[config.mk]
export PLATFORM = sky130hd
export DESIGN_NAME = ibl_col_cell
export DESIGN_NICKNAME = d
export VERILOG_FILES = /design/src/hdl/inverted_blur5x5_rgb_stream_defines.svh /design/src/hdl/ibl_pkg.sv /design/src/hdl/ibl_col_cell.sv
export SDC_FILE = /design/constraint.sdc
export NUM_CORES = 1
export LEC_CHECK = 0
export ABC_CLOCK_PERIOD_IN_PS = 4000
export BUFFER_PORTS_ARGS = -buffer_cell sky130_fd_sc_hd__buf_2
export CAP_MARGIN = 30
export CORE_MARGIN = 5
export CORE_UTILIZATION = 38
export CTS_CLUSTER_DIAMETER = 50
export DETAILED_ROUTE_END_ITERATION = 8
export PLACE_DENSITY_LB_ADDON = 0.2
export SYNTH_ARGS = -nofsm -noshare
export SYNTH_HDL_FRONTEND = slang
export SYNTH_SLANG_ARGS = --single-unit
[constraint.sdc]
create_clock -name clock -period 4 [get_ports clock]
set_input_delay 0.2 -clock clock [delete_from_list [all_inputs] [get_ports clock]]
set_output_delay 0.2 -clock clock [all_outputs]
set_load 0.005 [all_outputs]
[src/hdl/inverted_blur5x5_rgb_stream_defines.svh]
// Assertion macros for the blur stream block.
`ifndef INVERTED_BLUR5X5_RGB_STREAM_DEFINES_SVH
`define INVERTED_BLUR5X5_RGB_STREAM_DEFINES_SVH
`ifndef NO_ASSERTIONS
`define IBL_ASSERT_IMPLY(lbl, clk, rst, ante, cons, msg) \
   lbl: assert property (@(posedge clk) disable iff (rst) (ante) |-> (cons)) else $error(msg);
`define IBL_ASSERT_NEXT(lbl, clk, rst, ante, cons, msg) \
   lbl: assert property (@(posedge clk) disable iff (rst) (ante) |=> (cons)) else $error(msg);
`else
`define IBL_ASSERT_IMPLY(lbl, clk, rst, ante, cons, msg)
`define IBL_ASSERT_NEXT(lbl, clk, rst, ante, cons, msg)
`endif
`endif

[src/hdl/ibl_pkg.sv]
package ibl_pkg;
   localparam int MAX_WIDTH  = 2048;
   localparam int MAX_HEIGHT = 4096;
   localparam int COL_W      = $clog2(MAX_WIDTH);
   localparam int ROW_W      = $clog2(MAX_HEIGHT) + 1;

   localparam logic [11:0] WIDTH_RST  = 12'd640;
   localparam logic [12:0] HEIGHT_RST = 13'd480;

   localparam logic REG_FRAME_WIDTH  = 1'b0;
   localparam logic REG_FRAME_HEIGHT = 1'b1;

   localparam logic CMD_PIXEL = 1'b0;

   // floor(s/35) == (s * RECIP_35) >> 20 for s <= 8925
   localparam logic [28:0] RECIP_35 = 29'd29960;

   typedef logic [23:0] pix_type;
   typedef logic [2:0][11:0] col_sum_type;

   typedef struct packed {
      logic adv;
      logic shift;
      logic clr;
   } win_ctl_type;
endpackage

[src/hdl/ibl_col_cell.sv]
module ibl_col_cell import ibl_pkg::*; (
   input  logic              clock,
   input  win_ctl_type       ctl,
   input  logic [1:0]        wt_mid,
   input  logic [1:0]        wt_ctr,
   input  pix_type [4:0]     din,
   output pix_type [4:0]     dout,
   output col_sum_type       sum
);
   pix_type [4:0] col_ff, col_in;
   col_sum_type   sum_ff, sum_in;

   always_comb begin
      col_in = col_ff;
      if (ctl.shift) begin
         col_in = ctl.clr ? '0 : din;
      end
      for (int k = 0; k < 3; k++) begin
         sum_in[k] = 12'(col_ff[0][8*k +: 8]) + 12'(col_ff[4][8*k +: 8])
                   + 12'(col_ff[1][8*k +: 8]) * 12'(wt_mid)
                   + 12'(col_ff[3][8*k +: 8]) * 12'(wt_mid)
                   + 12'(col_ff[2][8*k +: 8]) * 12'(wt_ctr);
      end
   end

   always_ff @(posedge clock) begin
      col_ff <= col_in;
      if (ctl.adv) begin
         sum_ff <= sum_in;
      end
   end

   assign dout = col_ff;
   assign sum  = sum_ff;
endmodule

# After elaboration in Yosys (flattened, before gate mapping)
# Cells that the tools add are included.
[op_classes] addsub=12 n_mul=9
[ops] op="8-bit by 2-bit multiplier with 10-bit output" n=9
[ops] op="11-bit by 10-bit adder with 12-bit output" n=3
[ops] op="12-bit by 10-bit adder with 12-bit output" n=3
[ops] op="9-bit by 10-bit adder with 11-bit output" n=3
[ops] op="8-bit by 8-bit adder with 9-bit output" n=3
[totals] regBits=156 out_inout_bits=156 word_cells=29 in_bits=128

# Longest topological paths before layout
# Gate-level depths: netlist of run 1.
[depth] ltp_word=4 mapped_depth=17 mapped_depth_nobuf=15

# Least setup slack after synthesis of run 1
# OpenSTA, ideal clock, no wires.
[synth_path] path_kind="input port to flip-flop" start="input port wt_mid[1]" end="register sum_ff, in the netlist sum[34], data pin" setup_slack_ps=-244 arrival_ps=3986 stages=14 setup_time_ps=258 cell_sequence="clkbuf_1 clkbuf_1 nand2_1 fa_1 fa_1 inv_1 fa_1 fa_1 ha_1 fa_1 a211oi_1 o21ai_1 a31oi_1 xnor2_1"
[synth_rtl] item="start, declared" line_no="ibl_col_cell.sv:4" source="input logic [1:0] wt_mid,"
[synth_rtl] item="end signal, assigned" line_no="ibl_col_cell.sv:29" source="sum_ff <= sum_in;"
[synth_rtl] item="end, declared" line_no="ibl_col_cell.sv:11" source="col_sum_type sum_ff, sum_in;"

==> results.txt, run 1 <==
- The flow ran to the end, but the final reports show violations.
- The checks that failed: negative setup slack.
* Endpoint of the most critical register-to-register path: sum[10]
- Critical path start-end classification: reg -> reg
- Global-route track usage on met1: 0.222
* Switching power share of the total: 0.367
- Total net switching power: 3.60 mW
- Of the available clock period, the critical path in the final layout requires 1.05.
- A synthesized cell averages 12.1 sq um.
- In the global route stage, met2 resource usage came out at 0.291.
- Synthesis inferred 156 register bits.
- Die outline height: 180 um
- Along the worst path, the maximum fanout reaches 3.
* Inserted Clock Buffers: 17
- Max-cap violations: 0
- For flop-to-flop paths, the worst setup slack is -190 ps.
- Setup violations remaining at the end of the flow were counted as 13.
- The startpoint identified for the worst register-to-register timing path is dout[49].
- Weighted congestion at the end of routability-driven global placement: 0.825
- After floorplanning, the core was divided into 62 placement rows.
- STA classifies the critical path endpoint as a flip-flop.
- Wires add up to 27,400 um.
* Initial antenna violation count: 2
- Tightest Hold Check Type: in -> reg
- Worst-case clock buffer depth: 2
* Grt met3 use: 0.0517
- Design internal power: 6.20 mW
- Worst VDD drop: 0.430 mV
- Sinks on the clock net: 156
- Full die area: 32,400 sq um
- The final layout contains 1,601 nets.
* Number of max-slew violations in the final report: 0
- Fraction of synthesis flops using an asynchronous set or reset pin: 0
* Post-DRT Antenna Nets: 0
* Unrepaired setup endpoints after global routing: yes
- Critical Path Start Type: flip-flop
- The final-report hold violation count is 0.
- Worst path setup slack after routing: -187 ps
- Post-placement cell area: 13,500 sq um
- Counting flops with a built-in enable in the synthesized netlist gives 156.
* Main synth FF type: sky130_fd_sc_hd__edfxtp_1
- For the worst setup path, the data arrival time is 4390 ps.
- Total of buffers placed on input and output ports: 283
* Clock transition at the registers of the reported paths: 70 ps
- The worst hold path passes through 2 cells.
- Using the TritonRoute via totals, the vias-per-cell ratio works out to 4.53.
- The share of total power dissipated in sequential elements is 0.253.
- Fin crit period: 4190 ps
- Vias in the first global route: 8,224
- The first routing iteration left 332 violations.
* Number of placed I/O pins: 284
* Layout overhead on the synthesized area: 31.6%
- Timing would allow up to 239 MHz.
- In the global route stage, overall resource usage came out at 0.174.
- Destination of the worst hold path: dout[96]
* Slew at the pin closest to its max-slew limit: 951 ps
- Starting Density: 0.384
- Remaining max-slew budget at the tightest pin: 0.366
- Req. time, crit path: 4200 ps
- Congestion Overflow GR: 0
- In this run, distinct cell masters in the synthesized netlist total 32.
- On the final layout, the worst hold slack is 36.3 ps.
* Final cell area excluding filler cells: 14,500 sq um
* Post-synthesis cell count: 908
- Maximum number of pins on one net before global-route repair: 90
* Clk_lat worst skew: 450 ps
- The worst register-to-register path has a depth of 14.
- Detailed placement finished with a half-perimeter wire length of 21,700 um.
- Layout cells sized above 1: 0.353
* Standard cell core area: 28,600 sq um
* Syn nets: 1,225
* Per-cell routed wire length: 16.3 um
- OpenSTA, run right after detailed placement, puts the worst setup slack at -323 ps.
* Filler cell count in the final layout: 2,626
- The first global-routing pass estimated 44,200 um of wire.
* Total instance count after detailed placement: 1,626
* Leakage: 6.71 nW
* Clock power share: 0.167
* Yosys warning count: 0
- Layer carrying the most global-route usage: met2
- The worst hold path begins at din[96].
* Proportion of power drawn by combinational gates: 0.580
- For this run, the register share of the synthesized area comes to 0.427.
- Post-route non-filler standard cell count: 1,682
- The detailed router placed 7,619 vias in this run.
* Post-route DRC violation count: 0
- Power per unit of standard cell area: 679 nW/um^2
- In this run the cell area of the synthesized design comes to 11,000 sq um.
* Level count of the clock H-tree: 4
- TritonCTS built the clock tree.
- Die X-Extent: 180 um
- Number of detailed-routing iterations run before antenna repair: 4
- Worst clock skew on the final layout: 12.6 ps
- CTS root buf: sky130_fd_sc_hd__clkbuf_16
worst max-delay path, stage by stage, from the launching register on:
cell                       delay (ps)
sky130_fd_sc_hd__edfxtp_1         440
sky130_fd_sc_hd__and2_4           200
sky130_fd_sc_hd__fa_1             520
sky130_fd_sc_hd__inv_2             40
sky130_fd_sc_hd__fa_1             520
sky130_fd_sc_hd__inv_1             50
sky130_fd_sc_hd__fa_1             490
sky130_fd_sc_hd__fa_1             420
sky130_fd_sc_hd__ha_2             200
sky130_fd_sc_hd__inv_2             60
sky130_fd_sc_hd__fa_2             230
sky130_fd_sc_hd__nor2b_4           50
sky130_fd_sc_hd__o31a_1           280
sky130_fd_sc_hd__o41a_1           330
sky130_fd_sc_hd__xnor2_1          130
power by group through the flow:
| stage | registers [mW] | clock network, mW | logic [mW] |
|---|---|---|---|
| finish | 2.48 | 1.64 | 5.69 |
| global route | 2.51 | 1.75 | 6.43 |
| CTS | 2.49 | 1.70 | 5.38 |
| detailed placement | 2.52 | 0 | 5.15 |
| global placement | 2.52 | 0 | 5.07 |
| floorplan | 2.53 | 0 | 3.33 |
layout make-up:
cell class	count	area, sq um	area share
clock inverters	12	140	0.00970
repair buffers	384	2320	0.160
clock buffers	20	437	0.0302
flip-flops and latches	156	4680	0.324
well taps	384	480	0.0332
multi-input cells	548	5730	0.396
inverters	177	664	0.0460
diodes	1	2.50	0.000173
logic make-up (layout without fill, tap and decap cells):
group / Yosys count / count (layout) / synth area share
simple gates: 286 / 286 / 0.146
buf+inv: 204 / 593 / 0.0697
fa+ha+maj: 189 / 189 / 0.310
flops: 156 / 156 / 0.427
compound gates: 54 / 54 / 0.0332
xor+xnor: 19 / 19 / 0.0152
other cells: 0 / 1 / 0
worst max-delay path by stage:
stage	startpoint	end	slack [ps]
finish	dout[49]	sum[10]	-190
global route	dout[50]	sum[10]	-310
CTS	dout[26]	sum[10]	-180
detailed placement	wt_ctr[0]	sum[9]	-320
global placement	wt_ctr[0]	sum[10]	-280
floorplan	dout[50]	sum[10]	-60
state kept, by name (all words and copies together) (netlist names):
signal and count:
sum 36, dout 120
through the flow:
stage                     setup TNS (ps)  utilization  total power [mW]
after global routing               -2900        0.505              10.7
after CTS                           -924        0.497              9.57
after global placement             -3710        0.471              7.60
final                              -1060        0.505              9.81
after floorplan                    -76.6            -              5.86
after detailed placement           -4330        0.471              7.67
per-layer routing:
metal	share of wire	vias to the layer above
met5	0.00099	-
met4	0.016	4
met3	0.076	35
met2	0.50	253
met1	0.41	3741
li1	-	3586
cells in the mapped netlist, types with 6 or more instances:
master,instances,area share
sky130_fd_sc_hd__inv_1,177,0.060
sky130_fd_sc_hd__edfxtp_1,156,0.43
sky130_fd_sc_hd__fa_1,138,0.25
sky130_fd_sc_hd__nor2b_1,120,0.068
sky130_fd_sc_hd__and2_1,78,0.044
sky130_fd_sc_hd__nand2_1,72,0.025
sky130_fd_sc_hd__ha_1,51,0.058
sky130_fd_sc_hd__clkbuf_1,27,0.0092
sky130_fd_sc_hd__a21oi_1,16,0.0073
sky130_fd_sc_hd__xnor2_1,14,0.011
sky130_fd_sc_hd__a21o_1,8,0.0055
sky130_fd_sc_hd__nor2_1,6,0.0021
sky130_fd_sc_hd__o21ai_0,6,0.0027
cell usage in the layout, fill, tap and decap left out, types with 3 or more instances in the layout:
master | synthesis | layout
sky130_fd_sc_hd__clkbuf_16 | 0 | 17
sky130_fd_sc_hd__fa_2 | 0 | 6
sky130_fd_sc_hd__and2_4 | 0 | 10
sky130_fd_sc_hd__ha_2 | 0 | 3
sky130_fd_sc_hd__nor2_1 | 6 | 6
sky130_fd_sc_hd__inv_6 | 0 | 3
sky130_fd_sc_hd__nor2b_1 | 120 | 120
sky130_fd_sc_hd__clkbuf_1 | 27 | 3
sky130_fd_sc_hd__buf_2 | 0 | 281
sky130_fd_sc_hd__inv_2 | 0 | 10
sky130_fd_sc_hd__ha_4 | 0 | 4
sky130_fd_sc_hd__o211ai_1 | 5 | 5
sky130_fd_sc_hd__o21ai_0 | 6 | 4
sky130_fd_sc_hd__o21ai_1 | 4 | 5
sky130_fd_sc_hd__clkinvlp_4 | 0 | 6
sky130_fd_sc_hd__nand2_1 | 72 | 70
sky130_fd_sc_hd__ha_1 | 51 | 44
sky130_fd_sc_hd__xor2_1 | 5 | 5
sky130_fd_sc_hd__and2_1 | 78 | 68
sky130_fd_sc_hd__a21o_1 | 8 | 8
sky130_fd_sc_hd__o21bai_1 | 3 | 3
sky130_fd_sc_hd__edfxtp_1 | 156 | 156
sky130_fd_sc_hd__inv_1 | 177 | 167
sky130_fd_sc_hd__buf_4 | 0 | 86
sky130_fd_sc_hd__xnor2_1 | 14 | 14
sky130_fd_sc_hd__buf_12 | 0 | 7
sky130_fd_sc_hd__a21oi_2 | 0 | 5
sky130_fd_sc_hd__a21oi_1 | 16 | 11
sky130_fd_sc_hd__fa_1 | 138 | 132
sky130_fd_sc_hd__buf_6 | 0 | 5
sky130_fd_sc_hd__dlygate4sd3_1 | 0 | 4
timing repair:
item                       CTS  global route
setup endpoints to repair   15            18
hold endpoints to repair     4             0
hold buffers                 4             0
pin swaps                   18            33
resized for setup           14            34
buffers inserted             8            11
Power figures use the tool's default switching activity.
==> inputs of run 2 (changes only) <==
--- a/config.mk
+++ b/config.mk
@@ -9,7 +9,7 @@
 export BUFFER_PORTS_ARGS = -buffer_cell sky130_fd_sc_hd__buf_2
 export CAP_MARGIN = 30
 export CORE_MARGIN = 5
-export CORE_UTILIZATION = 38
+export CORE_UTILIZATION = 49
 export CTS_CLUSTER_DIAMETER = 50
 export DETAILED_ROUTE_END_ITERATION = 8
 export PLACE_DENSITY_LB_ADDON = 0.2
==> run 2 against run 1 <==
  * Highest routed layer unchanged
  * Largest cell class unchanged
  * Critical path type unchanged
  * Global-route usage rose by 4.0 points
  * The flow still finishes with violations (negative setup slack)
  * Non-clock buffer count down 12
  * Clock power is 11% higher
==> results.txt, run 2 (synthesis results as in run 1) <==
- Outcome: complete, but fails checks
* Failing checks: negative setup slack
* Worst clock skew on the final layout: 7.61 ps (-5.03 ps)
* CP max stage delay: 540 ps (+20 ps)
- Level count of the clock H-tree: 4 (unchanged)
- Reg2Reg Setup Slack: -220 ps (-30 ps)
- Critical path start-end classification: reg -> reg
- Worst path setup slack after routing: -218 ps (-30.8 ps)
- Worst-case clock buffer depth: 2 (unchanged)
* Post-route non-filler standard cell count: 1,567 (-6.8%)
- The count of routing violations after the opening detailed-route iteration was 364 (+9.6%).
- Vias in the first global route: 8,283 (+0.72%)
* Commonest cells after routing, fill and taps aside: sky130_fd_sc_hd__buf_2, sky130_fd_sc_hd__inv_1, sky130_fd_sc_hd__edfxtp_1
- Detailed Place HPWL: 20,700 um (-4.5%)
* Highest fanout seen on the critical path: 3 (unchanged)
- The total congestion overflow was 0 (unchanged).
- The critical path required time was 4180 ps (-20 ps).
* Maximum number of pins on one net before global-route repair: 99 (+10%)
- Count of final hold-check violations: 0 (unchanged)
- The routed wire length per instance is 16.9 um (+3.6%).
- End point of the critical path: sum[10]
* CTS tree: yes
- Power per unit of standard cell area: 693 nW/um^2 (+2.1%)
* Post-route DRC violation count: 0 (unchanged)
- The number of search-and-repair iterations in the first detailed-routing pass came to 5 (+1).
- The clock-pin slew of the registers on the worst-case setup and hold paths is 70 ps (about the same).
- The worst hold path begins at ctl[2].
* Die outline height: 160 um (-11%)
* Starting Density: 0.500 (+0.116)
- CTS root buf: sky130_fd_sc_hd__clkbuf_16
* Full die area: 25,500 sq um (-21%)
- The final clock period utilization by the worst path was 1.05 (+0.00770).
- The post-detailed-route count of antenna-violating nets came to 0 (unchanged).
* Max-cap violations: 0 (unchanged)
- The worst slew slack as a fraction of its limit is 0.455 (+0.0891).
* Cell row count: 54 (-13%)
- Slowest cell on the critical path: sky130_fd_sc_hd__fa_1
- Critical path origin: dout[50]
- The clock net sink count was 156 (unchanged).
- Final-stage net count: 1,589 (-0.75%)
- The total of buffers placed on input and output ports came to 283 (unchanged).
- Number of flip-flops in the largest register: 120 (unchanged)
* Highest attainable clock frequency: 237 MHz (-0.73%)
* Endpoint of the most critical register-to-register path: sum[10]
* Leakage: 6.68 nW (-0.39%)
- Setup violators final: 14 (+1)
- Total instance count after detailed placement: 1,516 (-6.8%)
- Average vias per placed instance: 4.86 (+7.3%)
* Number of max-slew violations in the final report: 0 (unchanged)
- The worst hold path belongs to the class in -> reg.
* Overall global routing resource usage: 0.214 (+0.0398)
- Layout cells sized above 1: 0.340 (-0.0128)
* Critical Path Sink Type: flip-flop
- Count of buffering cells on the critical path with inverters included: 3 (unchanged)
- The number of cells on the critical path is 14 (unchanged).
- The data arrival time of the critical path is 4400 ps (about the same).
- The number of buffers added by the clock tree synthesis step is 17 (unchanged).
- Slew at the pin closest to its max-slew limit: 818 ps (-134 ps)
* Die X-Extent: 160 um (-11%)
- Cell class contributing the biggest share of worst-path delay: adder cells
- The worst register-to-register path begins at dout[50].
- Critical Path Start Type: flip-flop
- R2r worst-path depth: 14 (unchanged)
- The I/O pin count came to 284 (unchanged).
- First-pass GRT wire length: 42,700 um (-3.2%)
* Clk_lat worst skew: 430 ps (-20 ps)
* Weighted congestion at the end of routability-driven global placement: 0.870 (+5.4%)
- Overall Power: 9.84 mW (+0.29%)
- The peak ir drop on the vdd network is 0.425 mV (-1.3%).
- Standard cell core area: 22,000 sq um (-23%)
- The wire length reported by the detailed router is 26,500 um (-3.5%).
- Cells traversed along the worst timing path: and2_4 -> fa_1 -> inv_2 -> fa_1 -> inv_1 -> fa_1 -> fa_1 -> ha_2 -> inv_2 -> fa_2 -> nor2b_4 -> o31a_1 -> o41a_1 -> xnor2_1
- Compared with the post-synthesis result, the final layout area differs by 29.2%.
- Post-Route Setup TNS: -1460 ps (-397 ps)
- CTS hold repair buffers: 0 (-4)
- The total vias in the final route came to 7,619 (unchanged).
- Most common cell after layout, fill and taps aside: sky130_fd_sc_hd__buf_2
- Top cell by count, worst path: sky130_fd_sc_hd__fa_1
- Unrepaired setup endpoints after global routing: yes
- Initial antenna violation count: 6 (+4)
- The time the worst path needs with I/O delays and setup was 4220 ps (+30.8 ps).
==> run 2: cell count changes in the layout (fill, tap and decap cells not counted), sizes merged <==
cell,previous run,this run
buf,380,372
dlygate4sd3,4,0
clkbuf,20,18
inv,180,181
bufinv,2,5
clkinvlp,6,3
diode,1,3
==> run 2: repair_timing <==
item / in CTS / in global routing
resized for setup: 16 / 14
cloned: 0 / 0
buffers inserted: 10 / 6
setup endpoints to repair: 17 / 18
pin swaps: 22 / 19
==> run 2: layer usage <==
| metal | routed length (um) | GRT usage | vias to the layer above | share of wire |
|---|---|---|---|---|
| met5 | 34 | 0 | - | 0.0013 |
| li1 | - | - | 3561 | - |
| met3 | 1610 | 0.0544 | 50 | 0.061 |
| met2 | 13700 | 0.372 | 232 | 0.52 |
| met4 | 724 | 0.0824 | 6 | 0.027 |
| met1 | 10400 | 0.257 | 3770 | 0.39 |
==> run 2: power by group <==
part	leakage, nW	internal, mW	switching (mW)
sequential	1.51	2.36	0.115
combinational	4.87	2.77	2.78
clock	0.303	1.11	0.707
==> run 2: final cells by class <==
type / count / area (sq um)
Clock buffer: 18 / 429
Clock inverter: 13 / 214
Fill cell: 1709 / 7770
Antenna cell: 3 / 7.51
Multi-Input combinational cell: 548 / 5670
Timing Repair Buffer: 372 / 2170
Inverter: 177 / 664
Tap cell: 280 / 350
Sequential cell: 156 / 4680
==> run 2: worst min path at each step <==
| stage | end | slack, ps | cells past startpoint |
|---|---|---|---|
| 6_report | sum[11] | 20 | 1 |
| 5_1_grt | sum[11] | 0.7 | 1 |
| 4_1_cts | dout[7] | 40 | 2 |
| 3_5_place_dp | dout[7] | 490 | 2 |
| 3_3_place_gp | dout[18] | 490 | 2 |
| 2_1_floorplan | dout[0] | 310 | 0 |
==> run 2: worst reg2reg max path: stages (launching register included) <==
cell	delay, ps
sky130_fd_sc_hd__edfxtp_1	420
sky130_fd_sc_hd__and2_4	170
sky130_fd_sc_hd__fa_1	540
sky130_fd_sc_hd__inv_2	40
sky130_fd_sc_hd__fa_1	530
sky130_fd_sc_hd__inv_1	50
sky130_fd_sc_hd__fa_1	490
sky130_fd_sc_hd__fa_1	420
sky130_fd_sc_hd__ha_2	200
sky130_fd_sc_hd__inv_2	60
sky130_fd_sc_hd__fa_2	240
sky130_fd_sc_hd__nor2b_4	50
sky130_fd_sc_hd__o31a_1	280
sky130_fd_sc_hd__o41a_1	340
sky130_fd_sc_hd__xnor2_1	140
==> run 2: through the flow <==
step | utilization | cell area, sq um | hold WS (ps) | setup slack [ps]
after floorplan | - | 11000 | 312 | -55.9
after global placement | 0.604 | 13300 | 487 | -206
after detailed placement | 0.604 | 13300 | 493 | -337
after CTS | 0.639 | 14000 | 38.3 | -209
after global routing | 0.646 | 14200 | 0.665 | -332
final | 0.646 | 14200 | 16.5 | -218
==> inputs of run 3 (changes only) <==
--- a/config.mk
+++ b/config.mk
@@ -13,6 +13,7 @@
 export CTS_CLUSTER_DIAMETER = 50
 export DETAILED_ROUTE_END_ITERATION = 8
 export PLACE_DENSITY_LB_ADDON = 0.2
+export SKIP_LAST_GASP = 1
 export SYNTH_ARGS = -nofsm -noshare
 export SYNTH_HDL_FRONTEND = slang
 export SYNTH_SLANG_ARGS = --single-unit
==> run 3 against run 2 <==
  * The run still ends with negative setup slack left
  * Combinational power increased by 2%
  * Clock power about the same
  * Via count increased by 0.60%
  * Sequential share of layout area fell by 0.070 points
  * Critical path depth did not move
  * Utilization rose by 0.14 points
  * Final cell count barely moved
  * Global-route usage about the same
  * Wire length rose by 0.36%
  * Clock-buffer cell count is the same
  * Sequential power barely moved
  * Setup slack improved by 0.90 ps
==> results.txt, run 3 (synthesis results as in run 1) <==
- Slowest cell on the critical path: sky130_fd_sc_hd__fa_1
* Final wirelength: 26,600 um (+0.36%)
- The number of global-route vias before repair came to 8,282 (-0.012%).
* Tightest Hold Check Type: in -> reg
- Per-cell routed wire length: 17.0 um (+0.43%)
- The final count of negative-setup-slack endpoints is 13 (-1).
* Total of buffers placed on input and output ports: 283 (unchanged)
* Overall Power: 9.94 mW (+1.0%)
* Initial antenna violation count: 6 (unchanged)
- The worst setup slack before clock tree synthesis was -337 ps (unchanged).
* Level count of the clock H-tree: 4 (unchanged)
- Walking the worst path, the cells encountered are and2_4 -> fa_1 -> inv_1 -> fa_1 -> inv_1 -> fa_1 -> fa_1 -> ha_2 -> inv_2 -> fa_2 -> nor2b_4 -> o31a_1 -> o41a_1 -> xnor2_1.
* Full die area: 25,500 sq um (unchanged)
- The final weighted congestion of routability-driven global placement is 0.870 (unchanged).
- The first-pass GRT wire length came to 42,800 um (about the same).
- The clock-pin slew of the registers on the worst-case setup and hold paths is 60 ps (about the same).
- Leakage: 6.68 nW (about the same)
- The delay contributed by the slowest stage of the critical path came to 500 ps (-40 ps).
- Filler cell count in the final layout: 1,703 (-0.35%)
- The number of buffers added by the clock tree synthesis step was 17 (unchanged).
- Multi-input combinational cell area: 5690 sq um (+0.40%)
* Maximum number of pins on one net before global-route repair: 99 (unchanged)
- Leaving out fill and tap cells, the most frequent cell in the layout is sky130_fd_sc_hd__buf_2.
* Overall global routing resource usage: 0.214 (about the same)
- Post-DRT Antenna Nets: 0 (unchanged)
- The half-perimeter wire length after detailed placement is 20,700 um (unchanged).
* Average vias per placed instance: 4.89 (+0.67%)
* Commonest cells after routing, fill and taps aside: sky130_fd_sc_hd__buf_2, sky130_fd_sc_hd__inv_1, sky130_fd_sc_hd__edfxtp_1
- The fraction of final layout cells sized beyond drive strength 1 was 0.345 (+0.00494).
- The critical path is of the reg -> reg type.
- The worst slew slack as a fraction of its limit is 0.462 (+0.00701).
- The maximum achievable frequency came to 237 MHz (about the same).
* Number of max-slew violations in the final report: 0 (unchanged)
* Die outline height: 160 um (unchanged)
- The final hold slack was 16.6 ps (+0.125 ps).
- Worst-case clock buffer depth: 2 (unchanged)
* Arrival time at the worst endpoint: 4400 ps (about the same)
- The initial core utilization is 0.500 (unchanged).
- The final sum of negative setup slack is -1390 ps (+74.9 ps).
- The worst clock skew is 6.90 ps (-0.704 ps).
- Post-route DRC violation count: 0 (unchanged)
- Number of flip-flops in the largest register: 120 (unchanged)
* Cell row count: 54 (unchanged)
- The critical path required time is 4180 ps (about the same).
- Critical Path Sink Type: flip-flop
- Standard cell core area: 22,000 sq um (unchanged)
* Final-stage net count: 1,588 (-0.063%)
- The total vias in the final route is 7,665 (+0.60%).
- Highest fanout seen on the critical path: 3 (unchanged)
- The tree is rooted in a sky130_fd_sc_hd__clkbuf_16.
- Count of buffering cells on the critical path with inverters included: 3 (unchanged)
* Number of detailed-routing iterations run before antenna repair: 4 (-1)
- TritonCTS built the clock tree.
* Cell class contributing the biggest share of worst-path delay: adder cells
- Clk_lat worst skew: 430 ps (about the same)
* Worst path setup slack after routing: -217 ps (+0.903 ps)
- Number of placed I/O pins: 284 (unchanged)
- Max-cap violations: 0 (unchanged)
- The count of routing violations after the opening detailed-route iteration was 373 (+2.5%).
- The total power divided by cell area is 699 nW/um^2 (+0.81%).
* Sequential cell area: 4680 sq um (unchanged)
* Sinks on the clock net: 156 (unchanged)
* Slew at the pin closest to its max-slew limit: 807 ps (-10.5 ps)
* Count of final hold-check violations: 0 (unchanged)
- The time the worst path needs with I/O delays and setup was 4220 ps (-0.903 ps).
- The final clock period utilization by the worst path was 1.05 (about the same).
- The most numerous cell type found on the critical path is sky130_fd_sc_hd__fa_1.
- Congestion Overflow GR: 0 (unchanged)
- The overall die width is 160 um (unchanged).
* Worst VDD drop: 0.422 mV (-0.80%)
* Critical Path Start Type: flip-flop
- Unrepaired setup endpoints after global routing: yes
- The checks that failed: negative setup slack.
* Layout overhead on the synthesized area: 29.5%
* Outcome: complete, but fails checks
## run 3: cell count changes in the layout (fill, tap and decap cells not counted), moves of 2 or more
cell,previous run,this run
sky130_fd_sc_hd__buf_4,84,79
sky130_fd_sc_hd__inv_1,172,170
sky130_fd_sc_hd__inv_2,5,7
sky130_fd_sc_hd__fa_2,4,6
sky130_fd_sc_hd__fa_1,134,132
sky130_fd_sc_hd__buf_6,2,6
## run 3: stage by stage
stage	utilization	instance area [sq um]	std cells
floorplan	-	11000	908
global placement	0.604	13300	1516
detailed placement	0.604	13300	1516
CTS	0.639	14000	1557
global route	0.648	14200	1566
finish	0.648	14200	1566
## run 3: final cells by class
type	count	share of cell area
Antenna cell	3	0.000528
Clock buffer	18	0.0302
Clock inverter	13	0.0150
Inverter	177	0.0467
Multi-Input combinational cell	548	0.400
Sequential cell	156	0.329
Tap cell	280	0.0246
Timing Repair Buffer	371	0.153
## run 3: per-layer routing
| layer | wire [um] | track usage | part of all wire |
|---|---|---|---|
| met5 | 34 | 0 | 0.0013 |
| met4 | 723 | 0.0824 | 0.027 |
| met3 | 1690 | 0.0544 | 0.063 |
| met2 | 13700 | 0.372 | 0.52 |
| met1 | 10400 | 0.257 | 0.39 |
## run 3: worst paths after layout
check,cells after the start,slack [ps],startpoint,end
min,1,20,ctl[2],sum[11]
min reg2reg,2,680,dout[104],sum[12]
max,14,-220,dout[26],sum[10]
max reg2reg,14,-220,dout[26],sum[10]
## run 3: power by group
part           switching (mW)  internal, mW  total [mW]
clock network           0.707          1.11        1.82
registers               0.114          2.36        2.48
logic                    2.80          2.84        5.64
## run 3: repair_timing
item	CTS	global route
endpoints found under the setup margin	17	18
setup buffers	10	8
hold buffers	0	0
resized for setup	15	27
endpoints found under the hold margin	0	0
pin swaps	22	25
